==> config.mk <==
export PLATFORM = sky130hd
export DESIGN_NAME = circular_deque
export DESIGN_NICKNAME = d
export VERILOG_FILES = /design/src/rtl/core/cdq_pkg.sv /design/src/rtl/core/cdq_ram.sv /design/src/rtl/core/cdq_ctrl.sv /design/src/rtl/core/circular_deque.sv
export SDC_FILE = /design/constraint.sdc
export NUM_CORES = 1
export LEC_CHECK = 0
export BUFFER_PORTS_ARGS = -buffer_cell sky130_fd_sc_hd__buf_2
export CAP_MARGIN = 25
export CORE_AREA = 4 4 214 216
export CTS_CLUSTER_SIZE = 8
export DETAILED_ROUTE_END_ITERATION = 10
export DIE_AREA = 0 0 218 220
export GPL_TIMING_DRIVEN = 1
export MAX_ROUTING_LAYER = met4
export PLACE_DENSITY = 0.77
export SYNTH_ARGS = -nofsm -noshare
export SYNTH_HDL_FRONTEND = slang
export SYNTH_SLANG_ARGS = --single-unit
==> constraint.sdc <==
create_clock -name clock -period 7.2 [get_ports clock]
set_clock_uncertainty 0.1 [all_clocks]
set_input_delay 0.72 -clock clock [delete_from_list [all_inputs] [get_ports clock]]
set_output_delay 0.72 -clock clock [all_outputs]
set_load 0.1 [all_outputs]
==> src/rtl/core/cdq_pkg.sv <==
`timescale 1ns / 1ps

package cdq_pkg;

   // ring geometry
   localparam int DEPTH     = 16;
   localparam int WORD_BITS = 32;
   localparam int IDX_BITS  = (DEPTH > 1) ? $clog2(DEPTH) : 1;
   localparam int CNT_BITS  = $clog2(DEPTH + 1);

   // fixed field widths
   localparam int CAP_BITS = 5;
   localparam int OCC_BITS = 5;
   localparam int REQ_BITS = 2;
   localparam int ST_BITS  = 2;

   typedef enum logic [REQ_BITS-1:0] {
      REQ_PUSH_REAR  = 2'd0,
      REQ_PUSH_FRONT = 2'd1,
      REQ_POP_FRONT  = 2'd2,
      REQ_POP_REAR   = 2'd3
   } req_kind_type;

   typedef enum logic [ST_BITS-1:0] {
      ST_DONE  = 2'd0,
      ST_FULL  = 2'd1,
      ST_EMPTY = 2'd2
   } status_type;

   // result of one transaction, handed from the pointer logic to the result stage
   typedef struct packed {
      status_type          status;
      logic                pop_ok;
      logic                drained;
      logic                is_full;
      logic [CNT_BITS-1:0] occupancy;
   } result_type;

   // index after i in a ring of cap entries
   function automatic logic [IDX_BITS-1:0] next_idx(input logic [IDX_BITS-1:0] i,
                                                    input logic [CNT_BITS-1:0] cap);
      logic [CNT_BITS:0] inc;
      inc = {{(CNT_BITS + 1 - IDX_BITS){1'b0}}, i} + 1'b1;
      return (inc >= {1'b0, cap}) ? '0 : IDX_BITS'(inc);
   endfunction

   // index before i in a ring of cap entries
   function automatic logic [IDX_BITS-1:0] prev_idx(input logic [IDX_BITS-1:0] i,
                                                    input logic [CNT_BITS-1:0] cap);
      logic [CNT_BITS:0] wide_i;
      wide_i = {{(CNT_BITS + 1 - IDX_BITS){1'b0}}, i};
      if (i == '0 || wide_i >= {1'b0, cap})
         return IDX_BITS'(cap - 1'b1);
      else
         return i - 1'b1;
   endfunction

endpackage

==> src/rtl/core/cdq_ram.sv <==
`timescale 1ns / 1ps

// simple dual-port RAM, one write and one registered read per cycle
module cdq_ram #(
   parameter int DEPTH_P = 16,
   parameter int WIDTH_P = 32,
   localparam int ABITS  = (DEPTH_P > 1) ? $clog2(DEPTH_P) : 1
) (
   input  logic               clock,
   input  logic               wr_en,
   input  logic [ABITS-1:0]   wr_addr,
   input  logic [WIDTH_P-1:0] wr_data,
   input  logic               rd_en,
   input  logic [ABITS-1:0]   rd_addr,
   output logic [WIDTH_P-1:0] rd_data
);

   logic [WIDTH_P-1:0] mem [DEPTH_P];
   logic [WIDTH_P-1:0] rd_data_ff;

   always_ff @(posedge clock) begin
      if (wr_en) begin
         mem[wr_addr] <= wr_data;
      end
      if (rd_en) begin
         rd_data_ff <= mem[rd_addr];
      end
   end

   assign rd_data = rd_data_ff;

endmodule

==> src/rtl/core/cdq_ctrl.sv <==
`timescale 1ns / 1ps

// capacity register, head/tail/count pointers and memory access decode
module cdq_ctrl (
   input  logic                             clock,
   input  logic                             reset,
   input  logic                             csr_wr_en,
   input  logic [cdq_pkg::CAP_BITS-1:0]     csr_wr_data,
   input  logic                             accept,
   input  logic [cdq_pkg::REQ_BITS-1:0]     req_kind,
   output logic                             mem_wr_en,
   output logic [cdq_pkg::IDX_BITS-1:0]     mem_wr_addr,
   output logic                             mem_rd_en,
   output logic [cdq_pkg::IDX_BITS-1:0]     mem_rd_addr,
   output cdq_pkg::result_type              result
);

   logic [cdq_pkg::CAP_BITS-1:0] cap_ff;
   logic [cdq_pkg::IDX_BITS-1:0] head_ff, head_in;
   logic [cdq_pkg::IDX_BITS-1:0] tail_ff, tail_in;
   logic [cdq_pkg::CNT_BITS-1:0] count_ff, count_in;
   logic [cdq_pkg::CNT_BITS-1:0] cap_eff;
   logic                         is_pop;

   // register value 0 acts as 1, above DEPTH acts as DEPTH
   always_comb begin
      if (cap_ff == '0)
         cap_eff = cdq_pkg::CNT_BITS'(1);
      else if (32'(cap_ff) > cdq_pkg::DEPTH)
         cap_eff = cdq_pkg::CNT_BITS'(cdq_pkg::DEPTH);
      else
         cap_eff = cdq_pkg::CNT_BITS'(cap_ff);
   end

   always_comb begin
      head_in       = head_ff;
      tail_in       = tail_ff;
      count_in      = count_ff;
      mem_wr_addr   = '0;
      mem_rd_addr   = head_ff;
      result.status = cdq_pkg::ST_DONE;
      result.pop_ok = 1'b0;
      is_pop        = 1'b0;

      case (cdq_pkg::req_kind_type'(req_kind))
         cdq_pkg::REQ_PUSH_REAR, cdq_pkg::REQ_PUSH_FRONT: begin
            if (count_ff >= cap_eff) begin
               result.status = cdq_pkg::ST_FULL;
            end else begin
               if (count_ff == '0) begin
                  head_in     = '0;
                  tail_in     = '0;
                  mem_wr_addr = '0;
               end else if (req_kind == cdq_pkg::REQ_PUSH_REAR) begin
                  tail_in     = cdq_pkg::next_idx(tail_ff, cap_eff);
                  mem_wr_addr = tail_in;
               end else begin
                  head_in     = cdq_pkg::prev_idx(head_ff, cap_eff);
                  mem_wr_addr = head_in;
               end
               count_in = count_ff + 1'b1;
            end
         end
         cdq_pkg::REQ_POP_FRONT, cdq_pkg::REQ_POP_REAR: begin
            is_pop = 1'b1;
            if (count_ff == '0) begin
               result.status = cdq_pkg::ST_EMPTY;
            end else begin
               result.pop_ok = 1'b1;
               count_in      = count_ff - 1'b1;
               if (req_kind == cdq_pkg::REQ_POP_FRONT) begin
                  mem_rd_addr = head_ff;
                  head_in     = cdq_pkg::next_idx(head_ff, cap_eff);
               end else begin
                  mem_rd_addr = tail_ff;
                  tail_in     = cdq_pkg::prev_idx(tail_ff, cap_eff);
               end
               // last entry gone: both pointers back to the origin
               if (count_in == '0) begin
                  head_in = '0;
                  tail_in = '0;
               end
            end
         end
         default: begin
            result.status = cdq_pkg::ST_DONE;
         end
      endcase

      result.occupancy = count_in;
      result.drained   = (count_in == '0);
      result.is_full   = (count_in == cap_eff);
      mem_wr_en        = accept && !is_pop && (result.status == cdq_pkg::ST_DONE);
      mem_rd_en        = accept && result.pop_ok;
   end

   always_ff @(posedge clock) begin
      if (reset) begin
         cap_ff   <= cdq_pkg::CAP_BITS'(16);
         head_ff  <= '0;
         tail_ff  <= '0;
         count_ff <= '0;
      end else if (csr_wr_en) begin
         cap_ff   <= csr_wr_data;
         head_ff  <= '0;
         tail_ff  <= '0;
         count_ff <= '0;
      end else if (accept) begin
         head_ff  <= head_in;
         tail_ff  <= tail_in;
         count_ff <= count_in;
      end
   end

endmodule

==> src/rtl/core/circular_deque.sv <==
`timescale 1ns / 1ps

// Channel | Dir | Ports (after the channel prefix)
// --------+-----+--------------------------------------------------------
// req     | in  | valid stall type data_word
// rsp     | out | valid stall status removed_word drained is_full occupancy
// csr     | in  | wr_en wr_data (capacity_in_use)
//
// One transaction per cycle while rsp_stall is low; the response passes
// through the registered read of the entry RAM, then the output register.
// Synchronous reset clears pointers, count, capacity (16) and all valid flags;
// the entry RAM is not cleared.
// A stall on rsp holds the output register; the pending stage then holds and
// req_stall rises until the output register frees up.
module circular_deque (
   input  logic                                 clock,
   input  logic                                 reset,
   // request channel
   input  logic                                 req_valid,
   output logic                                 req_stall,
   input  logic [cdq_pkg::REQ_BITS-1:0]         req_type,
   input  logic signed [cdq_pkg::WORD_BITS-1:0] req_data_word,
   // response channel
   output logic                                 rsp_valid,
   input  logic                                 rsp_stall,
   output logic [cdq_pkg::ST_BITS-1:0]          rsp_status,
   output logic signed [cdq_pkg::WORD_BITS-1:0] rsp_removed_word,
   output logic                                 rsp_drained,
   output logic                                 rsp_is_full,
   output logic [cdq_pkg::OCC_BITS-1:0]         rsp_occupancy,
   // configuration
   input  logic                                 csr_wr_en,
   input  logic [cdq_pkg::CAP_BITS-1:0]         csr_wr_data
);

   logic                           accept;
   logic                           mem_wr_en;
   logic [cdq_pkg::IDX_BITS-1:0]   mem_wr_addr;
   logic                           mem_rd_en;
   logic [cdq_pkg::IDX_BITS-1:0]   mem_rd_addr;
   logic [cdq_pkg::WORD_BITS-1:0]  mem_rd_data;
   cdq_pkg::result_type            result;

   // pending stage: holds the result until the registered RAM read data arrives
   logic                           pend_valid_ff, pend_valid_in;
   cdq_pkg::result_type            pend_ff;

   // output register
   logic                           out_valid_ff, out_valid_in;
   logic [cdq_pkg::ST_BITS-1:0]    out_status_ff;
   logic [cdq_pkg::WORD_BITS-1:0]  out_word_ff;
   logic                           out_empty_ff;
   logic                           out_full_ff;
   logic [cdq_pkg::OCC_BITS-1:0]   out_occ_ff;

   logic                           out_free;
   logic                           pend_move;

   assign out_free  = !out_valid_ff || !rsp_stall;
   assign pend_move = pend_valid_ff && out_free;
   assign req_stall = pend_valid_ff && !out_free;
   assign accept    = req_valid && !req_stall;

   cdq_ctrl u_ctrl (
      .clock       (clock),
      .reset       (reset),
      .csr_wr_en   (csr_wr_en),
      .csr_wr_data (csr_wr_data),
      .accept      (accept),
      .req_kind    (req_type),
      .mem_wr_en   (mem_wr_en),
      .mem_wr_addr (mem_wr_addr),
      .mem_rd_en   (mem_rd_en),
      .mem_rd_addr (mem_rd_addr),
      .result      (result)
   );

   // entry store; a write and a read never hit the same entry in one cycle,
   // since one transaction is either a push or a pop
   cdq_ram #(
      .DEPTH_P (cdq_pkg::DEPTH),
      .WIDTH_P (cdq_pkg::WORD_BITS)
   ) u_ram (
      .clock   (clock),
      .wr_en   (mem_wr_en),
      .wr_addr (mem_wr_addr),
      .wr_data (req_data_word),
      .rd_en   (mem_rd_en),
      .rd_addr (mem_rd_addr),
      .rd_data (mem_rd_data)
   );

   always_comb begin
      pend_valid_in = accept ? 1'b1 : (pend_move ? 1'b0 : pend_valid_ff);
      out_valid_in  = pend_move ? 1'b1 : (rsp_stall ? out_valid_ff : 1'b0);
   end

   always_ff @(posedge clock) begin
      if (reset) begin
         pend_valid_ff <= 1'b0;
         out_valid_ff  <= 1'b0;
      end else begin
         pend_valid_ff <= pend_valid_in;
         out_valid_ff  <= out_valid_in;
      end
   end

   // payload registers: no reset
   always_ff @(posedge clock) begin
      if (accept) begin
         pend_ff <= result;
      end
      if (pend_move) begin
         out_status_ff <= pend_ff.status;
         // read data only holds a word when the pop went through
         out_word_ff   <= pend_ff.pop_ok ? mem_rd_data : '0;
         out_empty_ff  <= pend_ff.drained;
         out_full_ff   <= pend_ff.is_full;
         out_occ_ff    <= cdq_pkg::OCC_BITS'(pend_ff.occupancy);
      end
   end

   assign rsp_valid        = out_valid_ff;
   assign rsp_status       = out_status_ff;
   assign rsp_removed_word = out_word_ff;
   assign rsp_drained      = out_empty_ff;
   assign rsp_is_full      = out_full_ff;
   assign rsp_occupancy    = out_occ_ff;

endmodule

After elaboration in Yosys (flattened, before gate mapping)
Memory sizes are Yosys's and may differ from the RTL's. A register that Yosys moved wholly into a read port is not among the register bits.
Cells that the tools add are included.
W data, S select, Z words.
{"block": "totals", "ff_bits": 71, "ramBits": 512, "in_bits": 44, "wordCells": 111, "memories": 1}
{"name": "u_ram.mem", "depth": 16, "width": 32, "read_ports": 1, "rd_ports_with_merged_regs": 1, "wr": 1, "line": "cdq_ram.sv:18", "text": "logic [WIDTH_P-1:0] mem [DEPTH_P];"}
{"block": "op_classes", "addsub": 7, "n_lt_le_gt_ge": 6, "eq_ne": 11, "mux": 42, "n_reduce_logical": 28}
{"cell": "$mux W4", "count": 23}
{"cell": "$logic_not A5 Y1", "count": 4}
{"cell": "$mux W5", "count": 4}
{"cell": "$pmux W4 S2", "count": 2}
{"cell": "$ge A5 B5 Y1", "count": 3}
{"cell": "$sub A4 B1 Y4 const B", "count": 3}
{"cell": "$add A4 B1 Y5 const B", "count": 2}
{"cell": "$ge A4 B5 Y1", "count": 2}
{"cell": "$mux W1", "count": 10}
{"cell": "$pmux W5 S2", "count": 1}
{"cell": "$reduce_and A5 Y1", "count": 2}
{"cell": "$logic_not A4 Y1", "count": 2}
{"cell": "$logic_and A1 B1 Y1", "count": 6}
{"cell": "$ne A3 B1 Y1 const B", "count": 2}
{"cell": "$ne A3 B3 Y1 const B", "count": 2}
{"cell": "$reduce_or A2 Y1", "count": 3}
{"cell": "$add A5 B1 Y5 const B", "count": 1}
{"cell": "$eq A5 B5 Y1", "count": 1}
{"cell": "$gt A5 B5 Y1 const B", "count": 1}
{"cell": "$logic_not A1 Y1", "count": 5}
{"cell": "$sub A5 B1 Y5 const B", "count": 1}
{"cell": "$eq A2 B2 Y1 const B", "count": 2}
{"cell": "$logic_not A2 Y1", "count": 2}
{"cell": "$ne A2 B2 Y1 const B", "count": 2}
{"cell": "other kinds (6)", "count": 8}

Depth between registers and ports, before layout
{"block": "depth", "word_depth": 10, "mapped_depth": 15}

Modules after synthesis
From an unflattened synthesis, not the netlist that was laid out.
{"block": "unflattened", "cells_unflattened": 1233, "area_unflattened_um2": 24330.8}
{"mod": "cdq_ram", "n_inst": 1, "cells_per_inst": 838, "area_each_um2": 20155.6, "seq_area_each_um2": 16335.7}
{"mod": "cdq_ctrl", "n_inst": 1, "cells_per_inst": 299, "area_each_um2": 2311.0, "seq_area_each_um2": 360.3}
{"mod": "circular_deque", "n_inst": 1, "cells_per_inst": 96, "area_each_um2": 1864.3, "seq_area_each_um2": 1571.5}

Worst setup path before layout
OpenSTA, ideal clock, no wires.
{"block": "synth_timing", "kind": "register to register", "from": "register u_ctrl.cap_ff[1] (netlist name)", "to": "memory u_ram.mem[0][0] (enable)", "arrival_time_ns": 4.640, "setup_slack_ns": 1.999, "path_stages_with_launch": 12, "synth_period_minus_slack_ns": 5.201, "path_cell_list": "dfxtp_1 -> nor3_1 -> nor2_1 -> nor2_1 -> ha_1 -> nand2b_1 -> a211oi_1 -> nor2_1 -> o32ai_1 -> a2bb2oi_1 -> a41oi_1 -> nor3_1"}
{"block": "synth_via", "elab_chain_len": 10}
{"item": "start, declared", "line": "cdq_ctrl.sv:18", "text": "logic [cdq_pkg::CAP_BITS-1:0] cap_ff;"}
{"item": "start signal, assigned", "line": "cdq_ctrl.sv:99", "text": "cap_ff <= cdq_pkg::CAP_BITS'(16);"}
{"item": "start signal, assigned", "line": "cdq_ctrl.sv:104", "text": "cap_ff <= csr_wr_data;"}
{"item": "$gt A5 B5 Y1", "line": "cdq_ctrl.sv:29", "text": "else if (32'(cap_ff) > cdq_pkg::DEPTH)"}
{"item": "$mux W5", "line": "cdq_ctrl.sv:29"}
{"item": "$mux W5 *", "line": "cdq_ctrl.sv:27", "text": "if (cap_ff == '0)"}
{"item": "$ge A5 B5 Y1 or $ge A4 B5 Y1 (tied branches)", "line": "cdq_ctrl.sv:47, cdq_pkg.sv:52"}
{"item": "$mux W1 or $logic_or A1 B1 Y1 (tied branches)", "line": "cdq_ctrl.sv:47, cdq_pkg.sv:52"}
{"item": "$pmux W2 S2 or $mux W4 (tied branches)", "line": "cdq_ctrl.sv:45, cdq_pkg.sv:52"}
{"item": "$logic_not A2 Y1 or $mux W4 (tied branches)", "line": "cdq_ctrl.sv:93, cdq_ctrl.sv:54"}
{"item": "$logic_and A1 B1 Y1 or $mux W4 (tied branches)", "line": "cdq_ctrl.sv:93, cdq_ctrl.sv:50"}
{"item": "$mux W1 or $mux W4 (tied branches)", "line": "cdq_ram.sv:22, cdq_ctrl.sv:47"}
{"item": "$mux W1 (implied by the code) or $mux W4 (tied branches)", "line": "cdq_ram.sv:23, cdq_ctrl.sv:45"}
{"item": "end, declared", "line": "cdq_ram.sv:18"}
Every way passes the cells marked *; elsewhere a longest branch is shown, timed or not.

Worst setup path after layout
{"block": "layout_timing", "from": "register u_ctrl.cap_ff[1] (netlist name)", "to": "memory u_ram.mem[1][27] (enable)"}
The elaborated chain is that of the path after synthesis.

==> results.toml <==
[global_route]
grt_first_pass_wirelength_um = 91900
grt_use_total = 0.257
antenna_found_initial = 3
overflow = 0
grt_max_degree = 86
grt_pass1_vias = 15781

[critical_path]
end_kind = "flip-flop"
startpoint = "u_ctrl.cap_ff[1]"
r2r_setup_slack_ns = 2.41
reg2reg_depth = 12
path_max_fanout = 17
cp.required_ns = 7.37
cp-start-kind = "flip-flop"
rr_startpoint = "u_ctrl.cap_ff[1]"
cp_data_arrival_time_ns = 4.95
path_class = "flip-flop to flip-flop"
r2r_end = "u_ram.mem[1][27]"

[finish]
final_cell_area_mm2 = 0.0290
fin_cells = 2425
seq_area_mm2 = 0.0183
synthToLayoutAreaGrowth_pct = 14.9
multi_input_area_mm2 = 0.00664
layout-drive-gt1-share = 0.143
final_nets = 1889
num-fill-cells = 2902

[route]
vias_per_cell = 6.52
drt-initial-drc-count = 1753
wirelength_um = 60300
vias = 15806
dr.pass1.iters = 6
avgRoutedWirePerCell_um = 24.9
drc = 0
ant_nets = 0

[clocking]
clock_latency_ns = 0.60
clock-sinks = 615
clockRootBuffer = "clkbuf_16"
numCtsBuffers = 86
clk_pin_slew_worst_paths_ns = 0.05
cts-hold-fix-buffers = 0
cts_setup_buffers = 0
cts_tree = "built"
cts-resized-gates = 0
h-tree-depth = 3
cts.path.max_buffers = 3

[yosys]
synth_edf_count = 595
syn_area_mm2 = 0.0252
yosysWarnings = 0
ys_ff_latch = 615
synth_top_area_share = 0.708
ys_types = 59
synth_nets = 1781
yosysMostFrequentCell = "edfxtp_1"
synth.avg_cell_area_um2 = 14.8
yosys-top-cells-count = "edfxtp_1, a21oi_1, nand2_1"
synthFlopType = "edfxtp_1"
synth_top_cell_by_area = "edfxtp_1"
seq_area_frac_synth = 0.724
synthCells = 1704
async_flop_share = 0
yosys-top-cells-area = "edfxtp_1, mux2i_1, a21oi_1"

[min_path]
whs_path_depth = 2
hold_path_startpoint = "req_valid"
hold_end = "pend_valid_ff"
hold_class = "primary input to flip-flop"

[job]
max-cap-violations = 0

[timing]
setup_tns_ns = 0
rsz0062_at_grt = "false"
finalMaxSlewViolations = 0
finalSetupViolations = 0
layout_min_cycle_time_ns = 4.79
fin_crit_sh = 0.665
tightest_slew_ns = 1.05
max_freq_mhz = 209
slew_headroom = 0.300
hold_viol_final = 0

[power]
peakVddDrop_uv = 242
p_leak_nw = 9.92
power_density_mw_per_mm2 = 278

[floorplan]
die_w_um = 218
die_y_um = 220
num_rows = 77
initial_core_util = 0.575
io_pins = 87
dieArea_mm2 = 0.0480
core_mm2 = 0.0439

[placed_design]
place_inst = 2312
port_buffers = 86
dp.final_hpwl_um = 35300
post_dp_cell_area_mm2 = 0.0266
finalWeightedCongestion = 0.895

[run_status]
status = "complete, no violations"
[where the power goes]
part           switching [mW]  internal [mW]
sequential             0.0259           4.00
clock                    1.36           2.14
combinational           0.371          0.153
[flip-flops by register name (all words and copies together), names as in the netlist]
register	flops
u_ram.rd_data	32
rsp_occupancy	5
rsp_status	2
rsp_is_full	1
u_ctrl.count_ff	5
u_ctrl.cap_ff	5
u_ctrl.tail_ff	4
u_ctrl.head_ff	4
u_ram.mem	512
rsp_removed_word	32
pend_ff	10
rsp_valid	1
pend_valid_ff	1
rsp_drained	1
[cell type report]
cell class,count,area share
diodes,3,0.000259
clock buffers,102,0.0770
clock inverters,4,0.00160
inverters,19,0.00246
multi-input cells,966,0.229
flip-flops and latches,615,0.630
well taps,592,0.0255
repair buffers,124,0.0346
[routing by layer]
layer	routed length [µm]	global-route usage	part of all wire
met1	24000	0.339	0.40
met2	30200	0.418	0.50
met3	4540	0.0447	0.075
met4	1510	0.0788	0.025
met5	0	-	0
[stage by stage]
step	hold slack (ns)	power [mW]	util	setup WS, ns
CTS	0.217	8.09	0.658	2.42
global route	0.245	8.30	0.660	2.07
global placement	0.306	4.58	0.601	2.52
detailed placement	0.305	4.61	0.606	2.44
finish	0.242	8.05	0.660	2.41
floorplan	0.300	4.43	-	2.00
[how the worst max path moves through the flow]
| stage | cells past startpoint | slack (ns) | endpoint |
|---|---|---|---|
| 2_1_floorplan | 11 | 2.00 | u_ram.mem[0][0] |
| 3_3_place_gp | 12 | 2.52 | u_ram.mem[1][27] |
| 3_5_place_dp | 12 | 2.44 | u_ram.mem[1][20] |
| 4_1_cts | 12 | 2.42 | u_ram.mem[1][27] |
| 5_1_grt | 12 | 2.07 | u_ram.mem[1][20] |
| 6_report | 12 | 2.41 | u_ram.mem[1][27] |
[cells by family after synthesis]
| logic type | Yosys count | synth area share |
|---|---|---|
| XOR/XNOR | 17 | 0.00590 |
| AO/OA/AOI/OAI | 438 | 0.113 |
| AND/OR/NAND/NOR | 388 | 0.0763 |
| buffers and inverters | 123 | 0.0242 |
| adder cells (fa/ha/maj) | 33 | 0.0164 |
| multiplexers | 90 | 0.0407 |
| flip-flops | 615 | 0.724 |
[cell usage in the layout (no fill, tap or decap), types with 12 or more instances in the layout]
cell type	count
a2111oi_0	32
a211oi_1	81
a21oi_1	133
a22o_1	33
and2_1	34
buf_2	86
buf_4	20
clkbuf_1	15
clkbuf_16	87
dfxtp_1	20
edfxtp_1	595
ha_1	33
inv_1	18
mux2i_1	74
nand2_1	129
nand2b_1	12
nor2_1	30
nor2_4	16
nor3_1	74
nor4_1	27
o21ai_0	45
o22ai_1	55
or3_1	13
or4_1	22
[critical path, cell delays in order (launching register included)]
cell and delay, ns:
dfxtp_1 0.32, nor3_1 0.18, nor2_1 0.06, nor2_1 0.52
ha_1 0.35, nand2b_1 0.14, a211oi_1 0.29, nor2_1 0.08
o32ai_1 0.42, a2bb2oi_1 0.41, nand3_1 0.37, nor2_4 0.72
buf_4 0.45
Note: power is estimated with default switching activity, not from simulation.
